[config.mk]
export PLATFORM = sky130hd
export DESIGN_NAME = motor_encoder_multiturn_tracker
export DESIGN_NICKNAME = d
export VERILOG_FILES = /design/src/memt_pkg.sv /design/src/motor_encoder_multiturn_tracker.sv
export SDC_FILE = /design/constraint.sdc
export NUM_CORES = 1
export LEC_CHECK = 0
export ABC_AREA = 1
export BUFFER_PORTS_ARGS = -buffer_cell sky130_fd_sc_hd__buf_2
export CAP_MARGIN = 20
export CORE_UTILIZATION = 54
export DETAILED_ROUTE_END_ITERATION = 8
export PLACE_DENSITY = 0.76
export SETUP_SLACK_MARGIN = 0.3
export SLEW_MARGIN = 20
export SYNTH_ARGS = -nofsm -noshare
export SYNTH_HDL_FRONTEND = slang
export SYNTH_SLANG_ARGS = --single-unit
[constraint.sdc]
create_clock -name clock -period 12 [get_ports clock]
set_clock_uncertainty 0.1 [all_clocks]
set_input_delay 2.4 -clock clock [delete_from_list [all_inputs] [get_ports clock]]
set_output_delay 2.4 -clock clock [all_outputs]
set_load 0.01 [all_outputs]
[src/memt_pkg.sv]
// Shared constants for the multi-turn encoder tracker.
// No dependencies; used by the top level and its checker.
package memt_pkg;

   localparam int AVERAGE_DEPTH_DEF = 5;
   localparam int AVERAGE_DEPTH_MAX = 32;

   localparam int ANGLE_W   = 13;
   localparam int SPEED_W   = 16;
   localparam int RATE_W    = 14;
   localparam int COUNT_W   = 32;
   localparam int CAL_W     = 8;
   localparam int CSR_DW    = 32;
   localparam int CSR_AW    = 3;

   localparam logic [CAL_W-1:0] CAL_RESET     = 8'd51;
   localparam logic [CAL_W-1:0] MSG_COUNT_MAX = 8'd255;

   // Half a turn in encoder counts; a larger jump is a wrap.
   localparam int HALF_TURN = 4096;
   localparam int FULL_TURN = 8192;
   localparam int DEG_SHIFT = 13;
   localparam int DEG_SCALE = 360;

   // Register index, taken from address bit 2.
   typedef enum logic {
      CSR_CALIBRATION = 1'b0,
      CSR_UNUSED      = 1'b1
   } csr_index_type;

endpackage

[src/motor_encoder_multiturn_tracker.sv]
// Top level of the multi-turn encoder tracker: input register, update logic,
// result register and the APB-style register port. Depends on memt_pkg.
//
//   Channel  Direction  Handshake              Payload
//   req      in         req_valid / req_stall  req_angle_raw, req_speed_raw
//   rsp      out        rsp_valid / rsp_stall  rsp_calibrating .. rsp_filtered_rate
//   csr      in/out     psel/penable/pready    paddr, pwdata, prdata
//
// Every transfer on req gives exactly one transfer on rsp, through the input register
// and then the result register; one transfer is taken every cycle req does not stall.
// The rate is set by the single state update per cycle in the result stage.
// Reset is synchronous: both stages empty, tracking state and the average
// ring cleared, and the calibration count back to 51.
// A stall on rsp holds the result register; req stalls only when both
// stages are full and the result is not being taken.
module motor_encoder_multiturn_tracker #(
   parameter int AVERAGE_DEPTH = memt_pkg::AVERAGE_DEPTH_DEF
) (
   input  logic                                  clock,
   input  logic                                  reset,
   // Input channel
   input  logic                                  req_valid,
   output logic                                  req_stall,
   input  logic        [memt_pkg::ANGLE_W-1:0]   req_angle_raw,
   input  logic signed [memt_pkg::SPEED_W-1:0]   req_speed_raw,
   // Result channel
   output logic                                  rsp_valid,
   input  logic                                  rsp_stall,
   output logic                                  rsp_calibrating,
   output logic signed [memt_pkg::SPEED_W-1:0]   rsp_last_speed,
   output logic signed [memt_pkg::RATE_W-1:0]    rsp_step_rate,
   output logic signed [memt_pkg::COUNT_W-1:0]   rsp_turn_count,
   output logic signed [memt_pkg::COUNT_W-1:0]   rsp_total_count,
   output logic signed [memt_pkg::COUNT_W-1:0]   rsp_total_degrees,
   output logic signed [memt_pkg::RATE_W-1:0]    rsp_filtered_rate,
   // Register port
   input  logic                                  psel,
   input  logic                                  penable,
   input  logic                                  pwrite,
   input  logic        [memt_pkg::CSR_AW-1:0]    paddr,
   input  logic        [memt_pkg::CSR_DW-1:0]    pwdata,
   output logic        [memt_pkg::CSR_DW-1:0]    prdata,
   output logic                                  pready
);

   // The ring pointer needs at least one bit even for a depth of one.
   localparam int PTR_W = (AVERAGE_DEPTH > 1) ? $clog2(AVERAGE_DEPTH) : 1;
   localparam logic [PTR_W-1:0] PTR_LAST = PTR_W'(AVERAGE_DEPTH - 1);

   // The running sum of the ring holds up to AVERAGE_DEPTH * 4096 in magnitude.
   localparam int LOG_D = $clog2(AVERAGE_DEPTH);
   localparam int SUM_W = memt_pkg::RATE_W + LOG_D;

   // Division of the sum magnitude by the depth is a multiplication by a
   // rounded-up reciprocal; with SUM_W + LOG_D fraction bits it is exact for
   // every magnitude below 2**SUM_W.
   localparam int RCP_SH = SUM_W + LOG_D;
   localparam int RCP_W  = SUM_W + 1;
   localparam logic [RCP_W-1:0] RCP_MUL =
      RCP_W'(((64'd1 << RCP_SH) + 64'(AVERAGE_DEPTH) - 64'd1) / 64'(AVERAGE_DEPTH));
   localparam int PROD_W = SUM_W + RCP_W;

   localparam int DEG_W = memt_pkg::COUNT_W + 10;

   localparam int AW = memt_pkg::ANGLE_W;
   localparam int RW = memt_pkg::RATE_W;
   localparam int CW = memt_pkg::COUNT_W;

   // ---------------------------------------------------------------------
   // Register port. pready is always high, so a write completes in its
   // access phase. Address bit 2 selects the register.
   // ---------------------------------------------------------------------
   logic [memt_pkg::CAL_W-1:0] cal_msgs_ff;
   logic                       csr_write;
   memt_pkg::csr_index_type    csr_index;

   assign pready    = 1'b1;
   assign csr_index = memt_pkg::csr_index_type'(paddr[2]);
   assign csr_write = psel && penable && pwrite;

   always_ff @(posedge clock) begin
      if (reset) begin
         cal_msgs_ff <= memt_pkg::CAL_RESET;
      end else if (csr_write && (csr_index == memt_pkg::CSR_CALIBRATION)) begin
         cal_msgs_ff <= pwdata[memt_pkg::CAL_W-1:0];
      end
   end

   always_comb begin
      case (csr_index)
         memt_pkg::CSR_CALIBRATION:
            prdata = {{(memt_pkg::CSR_DW - memt_pkg::CAL_W){1'b0}}, cal_msgs_ff};
         default:
            prdata = '0;
      endcase
   end

   // ---------------------------------------------------------------------
   // Handshake. The result stage moves whenever its register is empty or
   // being taken; the input register then refills in the same cycle.
   // ---------------------------------------------------------------------
   logic                              s1_valid_ff;
   logic        [AW-1:0]              s1_angle_ff;
   logic signed [memt_pkg::SPEED_W-1:0] s1_speed_ff;
   logic                              rsp_valid_ff;
   logic                              out_free;
   logic                              s1_load;
   logic                              update;

   assign out_free  = !rsp_valid_ff || !rsp_stall;
   assign req_stall = s1_valid_ff && !out_free;
   assign s1_load   = !s1_valid_ff || out_free;
   assign update    = s1_valid_ff && out_free;

   always_ff @(posedge clock) begin
      if (reset) begin
         s1_valid_ff <= 1'b0;
      end else if (s1_load) begin
         s1_valid_ff <= req_valid;
      end
   end

   always_ff @(posedge clock) begin
      if (s1_load && req_valid) begin
         s1_angle_ff <= req_angle_raw;
         s1_speed_ff <= req_speed_raw;
      end
   end

   // ---------------------------------------------------------------------
   // Tracking state.
   // ---------------------------------------------------------------------
   logic        [memt_pkg::CAL_W-1:0]   msg_count_ff, msg_count_in;
   logic        [AW-1:0]                cur_angle_ff, cur_angle_in;
   logic        [AW-1:0]                off_angle_ff, off_angle_in;
   logic        [CW-1:0]                turns_ff, turns_in;
   logic signed [memt_pkg::SPEED_W-1:0] last_speed_ff, last_speed_in;
   logic        [PTR_W-1:0]             ptr_ff, ptr_in;
   logic signed [SUM_W-1:0]             sum_ff, sum_in;
   logic signed [RW-1:0]                ring_ff [AVERAGE_DEPTH];

   logic                calib;
   logic signed [AW:0]  diff;
   logic signed [RW-1:0] rate;
   logic [CW-1:0]       total;
   logic signed [DEG_W-1:0] deg_prod;
   logic signed [DEG_W-1:0] deg_biased;
   logic [CW-1:0]       degrees;
   logic [SUM_W-1:0]    sum_mag;
   logic [PROD_W-1:0]   avg_prod;
   logic [RW-1:0]       avg_mag;
   logic signed [RW-1:0] avg;

   always_comb begin
      calib = msg_count_ff < cal_msgs_ff;

      msg_count_in = (msg_count_ff == memt_pkg::MSG_COUNT_MAX) ?
                     msg_count_ff : msg_count_ff + 1'b1;

      // Angle step, unwrapped to the nearer direction. A step of exactly
      // half a turn is taken as it stands.
      diff = $signed({1'b0, s1_angle_ff}) - $signed({1'b0, cur_angle_ff});
      if (diff > $signed((AW+1)'(memt_pkg::HALF_TURN))) begin
         rate     = RW'(diff - $signed((AW+1)'(memt_pkg::FULL_TURN)));
         turns_in = turns_ff - 1'b1;
      end else if (diff < -$signed((AW+1)'(memt_pkg::HALF_TURN))) begin
         rate     = RW'(diff + $signed((AW+1)'(memt_pkg::FULL_TURN)));
         turns_in = turns_ff + 1'b1;
      end else begin
         rate     = RW'(diff);
         turns_in = turns_ff;
      end

      cur_angle_in  = s1_angle_ff;
      ptr_in        = (ptr_ff == PTR_LAST) ? '0 : ptr_ff + 1'b1;
      sum_in        = sum_ff - SUM_W'(ring_ff[ptr_ff]) + SUM_W'(rate);
      last_speed_in = s1_speed_ff;
      off_angle_in  = off_angle_ff;

      // A calibration message records the offset and the current angle; turns, speed and ring hold.
      if (calib) begin
         rate          = '0;
         turns_in      = turns_ff;
         ptr_in        = ptr_ff;
         sum_in        = sum_ff;
         last_speed_in = last_speed_ff;
         off_angle_in  = s1_angle_ff;
      end

      // Total count, wrapping at 32 bits; 8192 counts per turn is a shift.
      total = {turns_in[CW-memt_pkg::DEG_SHIFT-1:0], {memt_pkg::DEG_SHIFT{1'b0}}}
              + {{(CW-AW){1'b0}}, cur_angle_in} - {{(CW-AW){1'b0}}, off_angle_in};

      // Degrees: total * 360 / 8192, rounded toward zero by biasing negatives.
      deg_prod   = DEG_W'($signed(total)) * $signed(DEG_W'(memt_pkg::DEG_SCALE));
      deg_biased = deg_prod + (deg_prod[DEG_W-1] ?
                   $signed(DEG_W'(memt_pkg::FULL_TURN - 1)) : $signed(DEG_W'(0)));
      degrees    = CW'(deg_biased >>> memt_pkg::DEG_SHIFT);

      // Ring average, truncated toward zero: divide the magnitude, restore sign.
      sum_mag  = sum_in[SUM_W-1] ? SUM_W'(-sum_in) : SUM_W'(sum_in);
      avg_prod = PROD_W'(sum_mag) * PROD_W'(RCP_MUL);
      avg_mag  = RW'(avg_prod >> RCP_SH);
      avg      = sum_in[SUM_W-1] ? -$signed(avg_mag) : $signed(avg_mag);
   end

   always_ff @(posedge clock) begin
      if (reset) begin
         msg_count_ff  <= '0;
         cur_angle_ff  <= '0;
         off_angle_ff  <= '0;
         turns_ff      <= '0;
         last_speed_ff <= '0;
         ptr_ff        <= '0;
         sum_ff        <= '0;
         for (int i = 0; i < AVERAGE_DEPTH; i++) begin
            ring_ff[i] <= '0;
         end
      end else if (update) begin
         msg_count_ff  <= msg_count_in;
         cur_angle_ff  <= cur_angle_in;
         off_angle_ff  <= off_angle_in;
         turns_ff      <= turns_in;
         last_speed_ff <= last_speed_in;
         ptr_ff        <= ptr_in;
         sum_ff        <= sum_in;
         if (!calib) begin
            ring_ff[ptr_ff] <= rate;
         end
      end
   end

   // ---------------------------------------------------------------------
   // Result register.
   // ---------------------------------------------------------------------
   logic                                rsp_calibrating_ff;
   logic signed [memt_pkg::SPEED_W-1:0] rsp_speed_ff;
   logic signed [RW-1:0]                rsp_rate_ff;
   logic        [CW-1:0]                rsp_turns_ff;
   logic        [CW-1:0]                rsp_total_ff;
   logic        [CW-1:0]                rsp_degrees_ff;
   logic signed [RW-1:0]                rsp_avg_ff;

   always_ff @(posedge clock) begin
      if (reset) begin
         rsp_valid_ff <= 1'b0;
      end else if (out_free) begin
         rsp_valid_ff <= s1_valid_ff;
      end
   end

   always_ff @(posedge clock) begin
      if (update) begin
         rsp_calibrating_ff <= calib;
         rsp_speed_ff       <= last_speed_in;
         rsp_rate_ff        <= rate;
         rsp_turns_ff       <= turns_in;
         rsp_total_ff       <= total;
         rsp_degrees_ff     <= degrees;
         rsp_avg_ff         <= avg;
      end
   end

   assign rsp_valid         = rsp_valid_ff;
   assign rsp_calibrating   = rsp_calibrating_ff;
   assign rsp_last_speed    = rsp_speed_ff;
   assign rsp_step_rate     = rsp_rate_ff;
   assign rsp_turn_count    = $signed(rsp_turns_ff);
   assign rsp_total_count   = $signed(rsp_total_ff);
   assign rsp_total_degrees = $signed(rsp_degrees_ff);
   assign rsp_filtered_rate = rsp_avg_ff;

endmodule

== Word-level counts from Yosys, hierarchy flattened ==
Memory sizes are Yosys's and may differ from the RTL's. A register that Yosys moved wholly into a read port is not among the register bits.
Index checks and enable logic that the tools add are counted.

* Register bits after elaboration: 279
* Latch bits: 0
* RAM bits: 70
* Memory bits (read-only): 0
* Bits of input ports: 71
* Output and inout port bits: 176
* Logic and storage cells: 84
* Memories: 1

{| class="wikitable"
|+ Memory list
! name !! words !! bits a word !! rd ports !! clocked after Yosys merged registers in !! wr ports !! line !! RTL
|-
| ring_ff || 5 || 14 || 1 || 1 || 5 || motor_encoder_multiturn_tracker.sv:140 || <nowiki>logic signed [RW-1:0] ring_ff [AVERAGE_DEPTH];</nowiki>
|}

* $add $sub $neg: 14
* Multipliers: 2
* Div/mod/pow operators: 0
* $lt $le $gt $ge: 3
* Equal/unequal tests: 2
* Shift-type cells: 0
* Multiplexer cells: 25
* Bitwise logic cells: 3
* Reductions and logical operators: 15

{| class="wikitable"
|+ Operators with widths
! operator !! count
|-
| two-way mux 32 bit || 3
|-
| two-way mux 14 bit || 5
|-
| adder 42 x 14 -> 42 bit || 1
|-
| multiplier 32 x 7 -> 39 bit, second input constant || 1
|-
| two-way mux 17 bit || 2
|-
| adder 32 x 1 -> 32 bit, second input constant || 1
|-
| adder 32 x 13 -> 32 bit || 1
|-
| multiplier 17 x 16 -> 32 bit, second input constant || 1
|-
| subtractor 32 x 1 -> 32 bit, second input constant || 1
|-
| subtractor 32 x 13 -> 32 bit || 1
|-
| two-way mux 13 bit || 2
|-
| adder 17 x 14 -> 17 bit || 1
|-
| negation 17 bit || 1
|-
| subtractor 17 x 14 -> 17 bit || 1
|-
| two-way mux 16 bit || 1
|-
| adder 14 bit, second input constant || 1
|-
| greater-than comparator 14 bit, second input constant || 1
|-
| less-than comparator 14 x 13 -> 1 bit, second input constant || 1
|-
| negation 14 bit || 1
|-
| OR reduction 14 bit || 1
|-
| subtractor 13 x 13 -> 14 bit || 1
|-
| subtractor 14 bit, second input constant || 1
|-
| two-way mux 3 bit || 4
|-
| adder 8 x 1 -> 8 bit, second input constant || 1
|-
| 11 further kinds || 29
|}

== Depth between registers and ports, before layout ==
* Word-level depth: 11
* Depth in mapped cells: 72
* Mapped depth without buffers: 66

== Worst setup path after synthesis ==
OpenSTA, ideal clock, no wires.

* Kind: flip-flop to flip-flop
* From: register cal_msgs_ff[1] (netlist name)
* To: register rsp_degrees_ff[14] (netlist: rsp_total_degrees[14]), data pin
* Setup time: 0.253 ns
* Arrival: 10.962 ns
* Path slack: 0.685 ns
* Stages on the path, launching flop included: 67
* Path buffers: 7
* Period minus slack after synthesis: 11.315 ns
* Cell sequence: dfxtp_1 > inv_1 > ha_1 > a21boi_0 > o211ai_1 > nand2_1 > nand4_1 > nand2_1 > buf_2 > clkbuf_1 > clkbuf_1 > buf_2 > clkbuf_1 > buf_1 > mux2i_1 > ha_1 > nand2_1 > nor2_1 > (+31 left out) > nand3_2 > nand2_1 > nand2_1 > and2_1 > buf_4 > ha_1 > nand2_1 > nor2_1 > inv_1 > nor2_1 > and3_1 > nand3_2 > nand2_4 > nand2_4 > nor2_8 > nand3_1 > nand2_1 > nand2_1

* Cells in the longest elaborated chain, start to end: 7

{| class="wikitable"
|+ RTL lines
! element !! line !! RTL
|-
| from (decl) || motor_encoder_multiturn_tracker.sv:73 || <nowiki>logic [memt_pkg::CAL_W-1:0] cal_msgs_ff;</nowiki>
|-
| from (signal assigned) || motor_encoder_multiturn_tracker.sv:83 || <nowiki>cal_msgs_ff <= memt_pkg::CAL_RESET;</nowiki>
|-
| from (signal assigned) || motor_encoder_multiturn_tracker.sv:85 || <nowiki>cal_msgs_ff <= pwdata[memt_pkg::CAL_W-1:0];</nowiki>
|-
| less-than comparator 8 bit * || motor_encoder_multiturn_tracker.sv:155 || <nowiki>calib = msg_count_ff < cal_msgs_ff;</nowiki>
|-
| two-way mux 32 bit || motor_encoder_multiturn_tracker.sv:181 || <nowiki>if (calib) begin</nowiki>
|-
| adder 32 x 13 -> 32 bit || motor_encoder_multiturn_tracker.sv:192 || <nowiki>+ {{(CW-AW){1'b0}}, cur_angle_in} - {{(CW-AW){1'b0}}, off_angle_in};</nowiki>
|-
| subtractor 32 x 13 -> 32 bit * || motor_encoder_multiturn_tracker.sv:192 ||
|-
| net total[23] || motor_encoder_multiturn_tracker.sv:145 || <nowiki>logic [CW-1:0] total;</nowiki>
|-
| multiplier 32 x 7 -> 39 bit * || motor_encoder_multiturn_tracker.sv:195 || <nowiki>deg_prod = DEG_W'($signed(total)) * $signed(DEG_W'(memt_pkg::DEG_SCALE));</nowiki>
|-
| two-way mux 13 bit || motor_encoder_multiturn_tracker.sv:196 || <nowiki>deg_biased = deg_prod + (deg_prod[DEG_W-1] ?</nowiki>
|-
| adder 42 x 14 -> 42 bit * || motor_encoder_multiturn_tracker.sv:196 ||
|-
| net deg_biased[27] || motor_encoder_multiturn_tracker.sv:147 || <nowiki>logic signed [DEG_W-1:0] deg_biased;</nowiki>
|-
| to (signal assigned) || motor_encoder_multiturn_tracker.sv:259 || <nowiki>rsp_degrees_ff <= degrees;</nowiki>
|-
| to (decl) || motor_encoder_multiturn_tracker.sv:241 || <nowiki>logic [CW-1:0] rsp_degrees_ff;</nowiki>
|}

Mark *: on every way through the listed nets, which the timed path passes. The rest lies on a longest branch.
A chain may end at the register's enable or synchronous reset.

== Worst setup path in the final report ==
* From: register s1_angle_ff[1] (netlist: cur_angle_in[1])
* To: register rsp_avg_ff[11] (netlist: rsp_filtered_rate[11]), data pin

* Cells in the longest elaborated chain, start to end: 11

{| class="wikitable"
|+ RTL lines
! element !! line !! RTL
|-
| from (decl) || motor_encoder_multiturn_tracker.sv:103 || <nowiki>logic [AW-1:0] s1_angle_ff;</nowiki>
|-
| from (signal assigned) || motor_encoder_multiturn_tracker.sv:125 || <nowiki>s1_angle_ff <= req_angle_raw;</nowiki>
|-
| subtractor 13 x 13 -> 14 bit * || motor_encoder_multiturn_tracker.sv:162 || <nowiki>diff = $signed({1'b0, s1_angle_ff}) - $signed({1'b0, cur_angle_ff});</nowiki>
|-
| adder 14 bit / less-than comparator 14 x 13 -> 1 bit (equally long branches) || motor_encoder_multiturn_tracker.sv:167, motor_encoder_multiturn_tracker.sv:166 ||
|-
| two-way mux 14 bit || motor_encoder_multiturn_tracker.sv:166 || <nowiki>end else if (diff < -$signed((AW+1)'(memt_pkg::HALF_TURN))) begin</nowiki>
|-
| two-way mux 14 bit * || motor_encoder_multiturn_tracker.sv:163 || <nowiki>if (diff > $signed((AW+1)'(memt_pkg::HALF_TURN))) begin</nowiki>
|-
| adder 17 x 14 -> 17 bit * || motor_encoder_multiturn_tracker.sv:176 || <nowiki>sum_in = sum_ff - SUM_W'(ring_ff[ptr_ff]) + SUM_W'(rate);</nowiki>
|-
| two-way mux 17 bit * || motor_encoder_multiturn_tracker.sv:181 ||
|-
| negation 17 bit || motor_encoder_multiturn_tracker.sv:201 || <nowiki>sum_mag = sum_in[SUM_W-1] ? SUM_W'(-sum_in) : SUM_W'(sum_in);</nowiki>
|-
| two-way mux 17 bit || motor_encoder_multiturn_tracker.sv:201 ||
|-
| multiplier 17 x 16 -> 32 bit || motor_encoder_multiturn_tracker.sv:202 || <nowiki>avg_prod = PROD_W'(sum_mag) * PROD_W'(RCP_MUL);</nowiki>
|-
| negation 14 bit || motor_encoder_multiturn_tracker.sv:204 || <nowiki>avg = sum_in[SUM_W-1] ? -$signed(avg_mag) : $signed(avg_mag);</nowiki>
|-
| two-way mux 14 bit * || motor_encoder_multiturn_tracker.sv:204 ||
|-
| net avg[11] || motor_encoder_multiturn_tracker.sv:152 || <nowiki>logic signed [RW-1:0] avg;</nowiki>
|-
| to (signal assigned) || motor_encoder_multiturn_tracker.sv:260 || <nowiki>rsp_avg_ff <= avg;</nowiki>
|-
| to (decl) || motor_encoder_multiturn_tracker.sv:242 || <nowiki>logic signed [RW-1:0] rsp_avg_ff;</nowiki>
|}

Marks and branches as above.

==> metrics.cfg <==
[run_status]
outcome=complete, no violations

[detailed_routing]
wl_per_cell_um=15.8
firstDrtPassIters=7
drc_errors=0
drt_iter0_drc=2154
final_antenna_net_count=0
routed_wl_um=75300
vias=25200
viasPerCell=5.28

[clocking]
numCtsBuffers=46
cts_max_level=2
cts.sinks=394
root_buffer=clkbuf_16
insertion_delay_ns=0.61
clk_pin_slew_ns=0.06
cts_tree=built
ctsLongestPathBuffers=3

[yosys]
yosysWarnings=0
synthTopCellsByCount=757 x inv_1, 597 x nand2_1, 423 x nor2_1
async_flop_share=0
synthTopCellsByArea=edfxtp_1 27%, ha_1 12%, fa_1 10%
seq_area_frac_synth=0.340
synth_most_common_cell=inv_1
synthFlopType=edfxtp_1
synth_cell_types=60
syn_inst=3799
synthesis.area_um2=31400
syn_area_per_cell_um2=8.27
yosysTopAreaCell=edfxtp_1
ys_seq_elements=394
synth_top_area_frac=0.267
synth_edf_count=279

[power_and_ir_drop]
power_mw=8.23
leakage_nw=17.1
powerDensity_nw_per_um2=237
peakVddDrop_mv=0.353

[sta]
fin_crit_sh=0.923
drv_slew=0
fin_crit_ns=11.08
rsz0062_at_grt=no
fin_tns_setup_ns=0
fin_hold_ws_ns=0.360
fmax_ghz=0.0903
worst_pin_slew_ns=1.01
max-slew-margin-rel=0.330
setup_viol=0
finalHoldViolations=0

[critical_path]
cp_data_required_time_ns=12.22
crit_type=flop to flop
cp.arrival_ns=11.30
cp_common_cell=nand2_1
worstSetupStartpointType=flop
endpoint_kind=flop
crit_fanout=18
cpPeakStageDelay_ns=0.57
slowest_stage=fa_1

[placed_design]
io_buffers=195
placed_area_um2=33000
gp_congestion=0.962
post-dp-hpwl_um=57400

[die]
die_height_um=243
start_util=0.545
die_area_um2=59100
core-area_um2=57600
io_pins=247
die_w_um=243
fp-row-count=88

[global_route]
track_usage=0.255
grt_pass1_vias=23800
globalRoute.totalOverflow=0
antenna_found_initial=0
grt_pass1_wl_um=122000
grt_max_degree=185

[final_layout]
areaGrowthSynthToFinish_pct=10.5
nNetsFinal=4501
antenna_cells=0
final_area_um2=34700
final_layout_size_suffix_gt1_frac=0.0981
final_util=0.603

[worst_hold_path]
hold_class=flop to flop

[job]
maxCapViolCount=0

-- state kept, by name, indices dropped and copies added (netlist names), 3 cells and up, named ones only --
name	flops
cur_angle_in	13
last_speed_ff	16
msg_count_ff	8
ring_ff	112
off_angle_ff	13
turns_ff	32
cal_msgs_ff	8
cur_angle_ff	13
rsp_step_rate	14
ptr_ff	3
rsp_turn_count	32
rsp_last_speed	16
rsp_total_count	32
rsp_filtered_rate	14
sum_ff	17
s1_speed_ff	16
rsp_total_degrees	29
-- worst max-delay path, delay by kind of cell, from the launching register on --
kind,cells,cell delay (ns)
flops,1,0.45
xor+xnor,2,0.38
buf+inv,14,1.38
simple gates,27,3.00
compound gates,4,0.81
fa+ha+maj,10,4.63
-- report_power, final --
| part | internal (mW) | switching [mW] | total, mW | leakage, nW |
|---|---|---|---|---|
| clock network | 0.727 | 0.592 | 1.32 | 0.689 |
| registers | 1.71 | 0.0424 | 1.76 | 3.65 |
| logic | 1.71 | 3.44 | 5.16 | 12.8 |
| total | 4.15 | 4.08 | 8.23 | 17.1 |
-- area by class of cell --
class                           count  area, um2
Fill cell                        4980      22900
Multi-Input combinational cell   2534      17500
Sequential cell                   394      10700
Inverter                          765       2880
Timing Repair Buffer              231       1280
Clock buffer                       56       1210
Tap cell                          765        957
Clock inverter                     27        214
-- worst paths after layout --
| kind | startpoint | end | slack [ns] | cells past startpoint |
|---|---|---|---|---|
| setup / recovery | cur_angle_in[1] | rsp_filtered_rate[11] | 0.92 | 57 |
| hold / removal | cur_angle_ff[9] | cur_angle_ff[9] | 0.36 | 2 |
| setup reg to reg | cur_angle_in[1] | rsp_filtered_rate[11] | 0.92 | 57 |
| hold reg to reg | cur_angle_ff[9] | cur_angle_ff[9] | 0.36 | 2 |
-- repair_timing --
item | CTS | global route
setup endpoints to repair | 20 | 39
setup buffers | 0 | 9
hold buffers | 0 | 0
pin swaps | 0 | 7
resized for setup | 4 | 39
-- cells in the final DEF (no fill, tap or decap), types with 10 or more instances in the layout --
cell,synthesis,final
a21oi_1,178,178
a31oi_1,21,21
buf_2,7,195
buf_4,31,32
clkbuf_16,0,46
conb_1,2,25
dfxtp_1,115,115
edfxtp_1,279,279
fa_1,164,164
ha_1,294,292
inv_1,757,749
inv_2,6,13
mux2i_1,11,11
nand2_1,597,594
nand2_2,15,17
nand3_1,146,146
nand3b_1,13,13
nand4_1,39,39
nor2_1,423,420
nor3_1,44,42
o211ai_1,22,22
o21ai_0,236,231
o21ai_1,7,10
o22ai_1,13,13
xnor2_1,33,31
xor2_1,141,134
-- metal layers --
layer,global-route usage,routed length (um)
met4,0.0803,2030
met3,0.0448,5560
met2,0.413,34400
met1,0.348,33300
met5,0,0
-- logic make-up (layout without fill, tap and decap cells) --
logic type	Yosys count	in the layout	synth area share
flops	394	394	0.340
mux	11	11	0.00351
simple gates	1333	1333	0.180
other cells	2	25	0.000239
buf+inv	894	1079	0.112
compound gates	533	533	0.0938
xor+xnor	174	174	0.0485
fa+ha+maj	458	458	0.222
-- per-stage QoR --
stage,setup slack [ns],instances
2_1_floorplan,0.685,3822
3_3_place_gp,0.321,4680
3_5_place_dp,0.0981,4680
4_1_cts,0.323,4763
5_1_grt,0.277,4772
6_report,0.920,4772
Power figures use the tool's default switching activity.
